$ cat config.mk
export PLATFORM = sky130hd
export DESIGN_NAME = co_exposure_alarm_timer
export DESIGN_NICKNAME = d
export VERILOG_FILES = /design/src/hw/rtl/coat_pkg.sv /design/src/hw/rtl/co_exposure_alarm_timer.sv /design/src/hw/rtl/coat_band_timer.sv
export SDC_FILE = /design/constraint.sdc
export NUM_CORES = 1
export LEC_CHECK = 0
export BUFFER_PORTS_ARGS = -buffer_cell sky130_fd_sc_hd__buf_2
export CELL_PAD_IN_SITES_DETAIL_PLACEMENT = 1
export CELL_PAD_IN_SITES_GLOBAL_PLACEMENT = 1
export CORE_MARGIN = 2
export CORE_UTILIZATION = 47
export DETAILED_ROUTE_END_ITERATION = 10
export GPL_TIMING_DRIVEN = 0
export MAX_ROUTING_LAYER = met4
export PLACE_DENSITY_LB_ADDON = 0.2
export REMOVE_ABC_BUFFERS = 1
export SYNTH_ARGS = -nofsm -noshare
export SYNTH_HDL_FRONTEND = slang
export SYNTH_SLANG_ARGS = --single-unit
$ cat constraint.sdc
create_clock -name clock -period 10.4 [get_ports clock]
set_input_delay 1.04 -clock clock [delete_from_list [all_inputs] [get_ports clock]]
set_output_delay 1.04 -clock clock [all_outputs]
set_load 0.01 [all_outputs]
$ cat src/hw/rtl/coat_pkg.sv
// ----------------------------------------------------------------------------
// coat_pkg: shared types and constants for the CO exposure alarm timer
// Holds the band thresholds, register indexes, reset values of the limit
// registers and the codes carried on the result channel.
// ----------------------------------------------------------------------------
package coat_pkg;

   // Field widths fixed by the interface.
   localparam int PpmWidth   = 10;
   localparam int LimitWidth = 16;
   localparam int TimeWidth  = 16;
   localparam int CsrWidth   = 16;
   localparam int CsrIdxWidth = 3;

   // Default timer width.
   localparam int CountWidthDefault = 16;

   // Band thresholds in whole ppm; a reading equal to the threshold is in band.
   localparam logic [PpmWidth-1:0] Band30Ppm  = 10'd30;
   localparam logic [PpmWidth-1:0] Band50Ppm  = 10'd50;
   localparam logic [PpmWidth-1:0] Band100Ppm = 10'd100;
   localparam logic [PpmWidth-1:0] Band300Ppm = 10'd300;

   // Reset values of the limit registers, in seconds.
   localparam logic [LimitWidth-1:0] Limit30Reset  = 16'd20;
   localparam logic [LimitWidth-1:0] Limit50Reset  = 16'd3600;
   localparam logic [LimitWidth-1:0] Limit100Reset = 16'd600;
   localparam logic [LimitWidth-1:0] Limit300Reset = 16'd600;

   // Configuration register indexes.
   typedef enum logic [CsrIdxWidth-1:0] {
      CSR_ARMED         = 3'd0,
      CSR_LIMIT_BAND30  = 3'd1,
      CSR_LIMIT_BAND50  = 3'd2,
      CSR_LIMIT_BAND100 = 3'd3,
      CSR_LIMIT_BAND300 = 3'd4
   } csr_index_type;

   // Band that raised the alarm.
   typedef enum logic [2:0] {
      SRC_NONE    = 3'd0,
      SRC_BAND30  = 3'd1,
      SRC_BAND50  = 3'd2,
      SRC_BAND100 = 3'd3,
      SRC_BAND300 = 3'd4
   } source_type;

   // Command for the buzzer.
   typedef enum logic [1:0] {
      BEEP_STOP  = 2'd0,
      BEEP_SHORT = 2'd1,
      BEEP_LONG  = 2'd2,
      BEEP_NONE  = 2'd3
   } beep_type;

endpackage

$ cat src/hw/rtl/co_exposure_alarm_timer.sv
// ----------------------------------------------------------------------------
// co_exposure_alarm_timer: carbon monoxide exposure alarm timer
// Four band timers with prioritized limit checks, one result per reading.
// ----------------------------------------------------------------------------
// Usage:
// One beat on the req channel carries one CO reading in whole ppm, one per
// one-second tick. Each accepted reading gives exactly one beat on the rsp
// channel: the alarm flag, the band that raised it, a beep command and the
// four timer values after that tick.
// A reading is registered at acceptance and then evaluated into the output
// register, which drives rsp_valid. Throughput is one reading per cycle
// while rsp_stall is low; the limit is the update of the timer registers,
// done once per beat.
// The input register keeps taking readings while a result waits, as long as
// the result register can drain; with rsp_stall high and both stages full,
// req_stall rises and the pipeline holds without loss.
// Reset clears both stages, the timers and the alarm flag, disarms the block
// and loads the default limits (20, 3600, 600 and 600 seconds). The user must
// write configuration through csr_write_en only while idle; not enforced.
// ----------------------------------------------------------------------------
module co_exposure_alarm_timer
   import coat_pkg::*;
#(
   parameter int COUNT_WIDTH = CountWidthDefault
) (
   input  logic                    clock,
   input  logic                    reset,
   // Configuration port.
   input  logic                    csr_write_en,
   input  logic [CsrIdxWidth-1:0]  csr_index,
   input  logic [CsrWidth-1:0]     csr_wdata,
   // Reading channel.
   input  logic                    req_valid,
   output logic                    req_stall,
   input  logic [PpmWidth-1:0]     req_co_ppm,
   // Result channel.
   output logic                    rsp_valid,
   input  logic                    rsp_stall,
   output logic                    rsp_alarm_on,
   output logic [2:0]              rsp_alarm_source,
   output logic [1:0]              rsp_beep_command,
   output logic [TimeWidth-1:0]    rsp_time_band30,
   output logic [TimeWidth-1:0]    rsp_time_band50,
   output logic [TimeWidth-1:0]    rsp_time_band100,
   output logic [TimeWidth-1:0]    rsp_time_band300
);

   localparam int NumBands = 4;
   localparam int ExtWidth = (COUNT_WIDTH > TimeWidth) ? COUNT_WIDTH : TimeWidth;

   // Configuration registers.
   logic                  armed_ff;
   logic [LimitWidth-1:0] limit30_ff;
   logic [LimitWidth-1:0] limit50_ff;
   logic [LimitWidth-1:0] limit100_ff;
   logic [LimitWidth-1:0] limit300_ff;

   // Pipeline registers.
   logic                  in_valid_ff;
   logic [PpmWidth-1:0]   ppm_ff;
   logic                  out_valid_ff;
   logic                  alarm_ff;
   logic                  alarm_in;
   source_type            source_ff;
   source_type            source_in;
   beep_type              beep_ff;
   beep_type              beep_in;

   logic                  out_free;
   logic                  step;
   logic [NumBands-1:0]   in_band;
   logic [NumBands-1:0]   over;
   logic [COUNT_WIDTH-1:0] count30;
   logic [COUNT_WIDTH-1:0] count50;
   logic [COUNT_WIDTH-1:0] count100;
   logic [COUNT_WIDTH-1:0] count300;

   // Configuration writes; unknown indexes are ignored.
   always_ff @(posedge clock) begin
      if (reset) begin
         armed_ff    <= 1'b0;
         limit30_ff  <= Limit30Reset;
         limit50_ff  <= Limit50Reset;
         limit100_ff <= Limit100Reset;
         limit300_ff <= Limit300Reset;
      end else if (csr_write_en) begin
         case (csr_index_type'(csr_index))
            CSR_ARMED:         armed_ff    <= csr_wdata[0];
            CSR_LIMIT_BAND30:  limit30_ff  <= csr_wdata;
            CSR_LIMIT_BAND50:  limit50_ff  <= csr_wdata;
            CSR_LIMIT_BAND100: limit100_ff <= csr_wdata;
            CSR_LIMIT_BAND300: limit300_ff <= csr_wdata;
            default: ;
         endcase
      end
   end

   // Handshake: the result register frees when empty or being taken.
   assign out_free  = !out_valid_ff || !rsp_stall;
   assign step      = in_valid_ff && out_free;
   assign req_stall = in_valid_ff && !out_free;

   // Input register.
   always_ff @(posedge clock) begin
      if (reset) begin
         in_valid_ff <= 1'b0;
      end else if (!req_stall) begin
         in_valid_ff <= req_valid;
      end
   end

   always_ff @(posedge clock) begin
      if (!req_stall && req_valid) begin
         ppm_ff <= req_co_ppm;
      end
   end

   // Band membership of the registered reading.
   assign in_band[0] = ppm_ff >= Band30Ppm;
   assign in_band[1] = ppm_ff >= Band50Ppm;
   assign in_band[2] = ppm_ff >= Band100Ppm;
   assign in_band[3] = ppm_ff >= Band300Ppm;

   // The four exposure timers; their registers also serve as result fields.
   coat_band_timer #(.COUNT_WIDTH(COUNT_WIDTH)) u_timer30 (
      .clock(clock), .reset(reset), .step(step), .in_band(in_band[0]),
      .limit(limit30_ff), .count(count30), .over(over[0]));

   coat_band_timer #(.COUNT_WIDTH(COUNT_WIDTH)) u_timer50 (
      .clock(clock), .reset(reset), .step(step), .in_band(in_band[1]),
      .limit(limit50_ff), .count(count50), .over(over[1]));

   coat_band_timer #(.COUNT_WIDTH(COUNT_WIDTH)) u_timer100 (
      .clock(clock), .reset(reset), .step(step), .in_band(in_band[2]),
      .limit(limit100_ff), .count(count100), .over(over[2]));

   coat_band_timer #(.COUNT_WIDTH(COUNT_WIDTH)) u_timer300 (
      .clock(clock), .reset(reset), .step(step), .in_band(in_band[3]),
      .limit(limit300_ff), .count(count300), .over(over[3]));

   // Priority check of the timers; disarmed keeps the flag and sends no command.
   always_comb begin
      alarm_in  = alarm_ff;
      source_in = SRC_NONE;
      beep_in   = BEEP_NONE;
      if (armed_ff) begin
         if (over[0]) begin
            source_in = SRC_BAND30;
            beep_in   = BEEP_SHORT;
         end else if (over[1]) begin
            source_in = SRC_BAND50;
            beep_in   = BEEP_LONG;
         end else if (over[2]) begin
            source_in = SRC_BAND100;
            beep_in   = BEEP_LONG;
         end else if (over[3]) begin
            source_in = SRC_BAND300;
            beep_in   = BEEP_LONG;
         end else begin
            source_in = SRC_NONE;
            beep_in   = BEEP_STOP;
         end
         alarm_in = |over;
      end
   end

   // Result register and stored alarm flag.
   always_ff @(posedge clock) begin
      if (reset) begin
         out_valid_ff <= 1'b0;
         alarm_ff     <= 1'b0;
      end else begin
         if (out_free) begin
            out_valid_ff <= in_valid_ff;
         end
         if (step) begin
            alarm_ff <= alarm_in;
         end
      end
   end

   always_ff @(posedge clock) begin
      if (step) begin
         source_ff <= source_in;
         beep_ff   <= beep_in;
      end
   end

   // Result fields; the timers show their low bits.
   assign rsp_valid        = out_valid_ff;
   assign rsp_alarm_on     = alarm_ff;
   assign rsp_alarm_source = source_ff;
   assign rsp_beep_command = beep_ff;
   assign rsp_time_band30  = TimeWidth'(ExtWidth'(count30));
   assign rsp_time_band50  = TimeWidth'(ExtWidth'(count50));
   assign rsp_time_band100 = TimeWidth'(ExtWidth'(count100));
   assign rsp_time_band300 = TimeWidth'(ExtWidth'(count300));

endmodule

$ cat src/hw/rtl/coat_band_timer.sv
// ----------------------------------------------------------------------------
// coat_band_timer: one saturating exposure timer
// Counts ticks while the reading is in band, clears otherwise, and flags
// when the updated count is strictly above its limit.
// ----------------------------------------------------------------------------
module coat_band_timer
   import coat_pkg::*;
#(
   parameter int COUNT_WIDTH = CountWidthDefault
) (
   input  logic                   clock,
   input  logic                   reset,
   input  logic                   step,
   input  logic                   in_band,
   input  logic [LimitWidth-1:0]  limit,
   output logic [COUNT_WIDTH-1:0] count,
   output logic                   over
);

   // Compare at whichever is wider: the counter or the limit.
   localparam int CmpWidth = (COUNT_WIDTH > LimitWidth) ? COUNT_WIDTH : LimitWidth;

   logic [COUNT_WIDTH-1:0] count_ff;
   logic [COUNT_WIDTH-1:0] count_in;

   // Next count: clear out of band, saturate at all ones.
   always_comb begin
      if (!in_band) begin
         count_in = '0;
      end else if (count_ff == {COUNT_WIDTH{1'b1}}) begin
         count_in = count_ff;
      end else begin
         count_in = count_ff + COUNT_WIDTH'(1);
      end
   end

   // The limit check looks at the count after this tick.
   assign over = CmpWidth'(count_in) > CmpWidth'(limit);

   always_ff @(posedge clock) begin
      if (reset) begin
         count_ff <= '0;
      end else if (step) begin
         count_ff <= count_in;
      end
   end

   assign count = count_ff;

endmodule
==> results.yml <==
cts:
  cts_root_buffer: "clkbuf_16"
  cts_num_sinks: 146
  cts_tree: "built"
  clkSlewWorstSetupHoldPaths_ns: 0.06
  ctsHoldBuffers: 0
  cts_setup_buffers: 0
  cts_buffers: 17
  cts_resized: 0
  clk_path_buf_depth: 2
  h-tree-depth: 4
  clk_latency_ns: 0.43
timing:
  rsz0062_at_grt: "no"
  finalSetupViolations: 0
  fin_skew_ns: 0.00609
  tns_ns: 0
  finalHoldViolCount: 0
  finalCriticalPeriod_ns: 4.54
  maxSlewViolCount: 0
  fmax_mhz: 220
  relSlewSlack_pct: 13.2
  worst_pin_slew_ns: 1.30
  fin_crit_sh_pct: 43.6
logic_synthesis:
  synth_top_area_cell: "dfxtp_1"
  postSynthRegisterBits: 146
  yosys_warnings: 0
  synth.area.top_cells: "dfxtp_1 29%, ha_1 9.4%, nand2_1 7.9%, a21oi_1 7.9%, edfxtp_1 4.7%"
  synthArstFlopShare_pct: 0
  synth_area_per_cell_um2: 7.75
  synth_top_flop_cell: "dfxtp_1"
  netlist.area_leader.share_pct: 29.3
  netlist_area_mm2: 0.00901
  seq_area_frac_synth_pct: 34.0
  ys_types: 73
  synth_edf_count: 14
  syn_inst: 1163
critical_path:
  cp-start-kind: "register"
  cp_max_fo: 26
  critPathCaptureType: "register"
  worstSetupPathType: "register to register"
  critPathArrivalTime_ns: 4.82
  cp-startpoint: "ppm_ff[8]"
  cp.required_ns: 10.69
  r2r_start: "ppm_ff[8]"
power:
  power_frac_clock_pct: 45.7
  switching_share_pct: 25.8
  p_sw_uw: 324
  worst_ir_drop_vdd_v: 0.000109
  p_int_uw: 934
  power_frac_comb_pct: 7.5
  power_leakage_uw: 0.00420
  power_uw: 1260
  pwr-share-seq_pct: 46.7
  pwr_density_cell_mw_per_mm2: 124
drt:
  remaining_drc_errors: 0
  via_per_inst: 5.82
  vias: 8547
  wl_per_cell_um: 18.2
  ant_nets: 0
  firstDrtPassIters: 5
  wl_um: 26700
  drt_iter0_drc: 464
outcome:
  status: "finished clean"
placed_design:
  hpwl_um: 18700
  placed_cells: 1434
  io_buffers: 104
  place_area_mm2: 0.00961
  routabilityCongestion: 0.820
hold_path:
  worstHoldStart: "limit30_ff[9]"
  hp-class: "register to register"
flow_run:
  maxCapViolations: 0
floorplanning:
  rows: 50
  fp.dieArea_mm2: 0.0203
  start_util_pct: 48.0
  coreArea_mm2: 0.0188
  ios: 106
  dieHeight_um: 142
  die-width_um: 142
layout:
  fin_cells: 1469
  final_nets: 1321
  final_area_mm2: 0.0101
  register_area_mm2: 0.00306
  fillers: 2413
  area_delta_synth_final_pct: 12.6
  drive_gt1_share_pct: 13.4
  multi_input_area_mm2: 0.00537
global_routing:
  antenna_found_initial: 3
  grt.total_usage_pct: 27.6
  grt_pass1_vias: 8659
  grt_pass1_wl_um: 43700
  grt_overflow_total: 0
  grt_max_degree: 70
power groups by stage:
stage / registers, µW / logic [µW] / clock network (µW)
6_report: 588 / 95.0 / 575
2_1_floorplan: 599 / 45.9 / 0
5_1_grt: 589 / 106 / 608
4_1_cts: 588 / 95.4 / 584
3_3_place_gp: 599 / 86.4 / 0
3_5_place_dp: 600 / 93.7 / 0
registers in the layout, summed over array words and instances (netlist names):
name / count
limit30_ff: 16
rsp_alarm_on: 1
limit300_ff: 16
u_timer300.count: 16
limit50_ff: 16
limit100_ff: 16
u_timer30.count: 16
rsp_valid: 1
u_timer100.count: 16
in_valid_ff: 1
rsp_beep_command: 2
armed_ff: 1
ppm_ff: 9
u_timer50.count: 16
rsp_alarm_source: 3
per-layer routing:
metal	wire length, µm	part of all wire, %	GRT usage (%)	vias up
li1	-	-	-	4201
met1	12500	47	34.7	4175
met2	12900	48	46.4	145
met3	971	3.6	4.95	26
met4	330	1.2	6.46	0
met5	0	0	-	-
placed cells by master, fill, tap and decap left out, types with 17 or more instances in the layout:
cell type	synthesis	final
a21oi_1	142	141
nand2_1	190	189
nand4_1	23	23
inv_1	69	68
or3_1	28	28
dfxtp_1	132	132
clkbuf_16	0	17
a31oi_1	21	21
nor2_1	89	89
ha_1	68	68
o21ai_0	26	26
buf_2	18	103
xor2_1	30	30
nand3_1	41	41
critical path, cell delays in order (launching register included):
cell and delay (ns):
edfxtp_1 0.48, or4_1 0.63, nor2_2 0.88, nor3_1 0.22
ha_1 0.35, nand4_1 0.18, nor4_1 0.49, nand4_1 0.25
nor3b_1 0.21, a211oi_1 0.41, and3_1 0.27
Yosys cell counts (3+ instances only):
master    number
a211oi_1       6
o31a_1         3
a221o_1        3
nor3b_1        4
nand3_1       41
edfxtp_1      14
mux2i_1        5
buf_6          4
nor2_1        89
and2_1         8
and4_4         3
o21a_1         5
a21o_1        11
nand4_1       23
nor2b_1        9
a311oi_1       4
nor4_2         3
nand2b_1       6
nor3_1        14
ha_1          68
a22oi_1        7
and3_1        16
xor2_1        30
a21oi_2        4
o21ai_1       16
nand3b_1      16
buf_2         18
xnor2_1       13
o21ai_0       26
a41oi_1        9
and4_1         6
or3_1         28
inv_1         69
clkbuf_1      46
a21oi_1      142
nor4_1         6
nand2_1      190
a211o_1        4
a31oi_1       21
dfxtp_1      132
stage by stage:
step	utilization, %	setup slack [ns]	hold slack (ns)
3_5_place_dp	51.2	5.92	0.448
3_3_place_gp	50.6	4.31	0.443
6_report	54.0	5.86	0.456
4_1_cts	54.0	5.88	0.457
5_1_grt	54.0	5.58	0.476
2_1_floorplan	-	6.46	0.430
cell type report:
class / count / area share [%]
Antenna cell: 3 / 0.0740
Clock buffer: 20 / 4.30
Clock inverter: 12 / 0.913
Inverter: 69 / 2.55
Multi-Input combinational cell: 876 / 53.0
Sequential cell: 146 / 30.2
Tap cell: 234 / 2.89
Timing Repair Buffer: 109 / 6.12
cells by family (layout without fill, tap and decap cells):
family,count (synthesis),count (layout),share of synthesized area (%)
other,0,3,0
xor gates and xnor gates,43,43,4.18
DFF,146,146,34.0
adders and majority gates,68,68,9.44
AOI/OAI and AO/OA,282,282,19.1
muxes,5,5,0.556
buffers and inverters,141,210,6.54
and+or+nand+nor,478,478,26.2
path summary, 6_finish.rpt:
check	end	cells after the start	slack, ns
setup / recovery	rsp_alarm_source[2]	10	5.86
hold reg to reg	limit30_ff[9]	2	0.46
setup reg to reg	rsp_alarm_source[2]	10	5.86
hold / removal	limit30_ff[9]	2	0.46
Note: power is estimated with default switching activity, not from simulation.
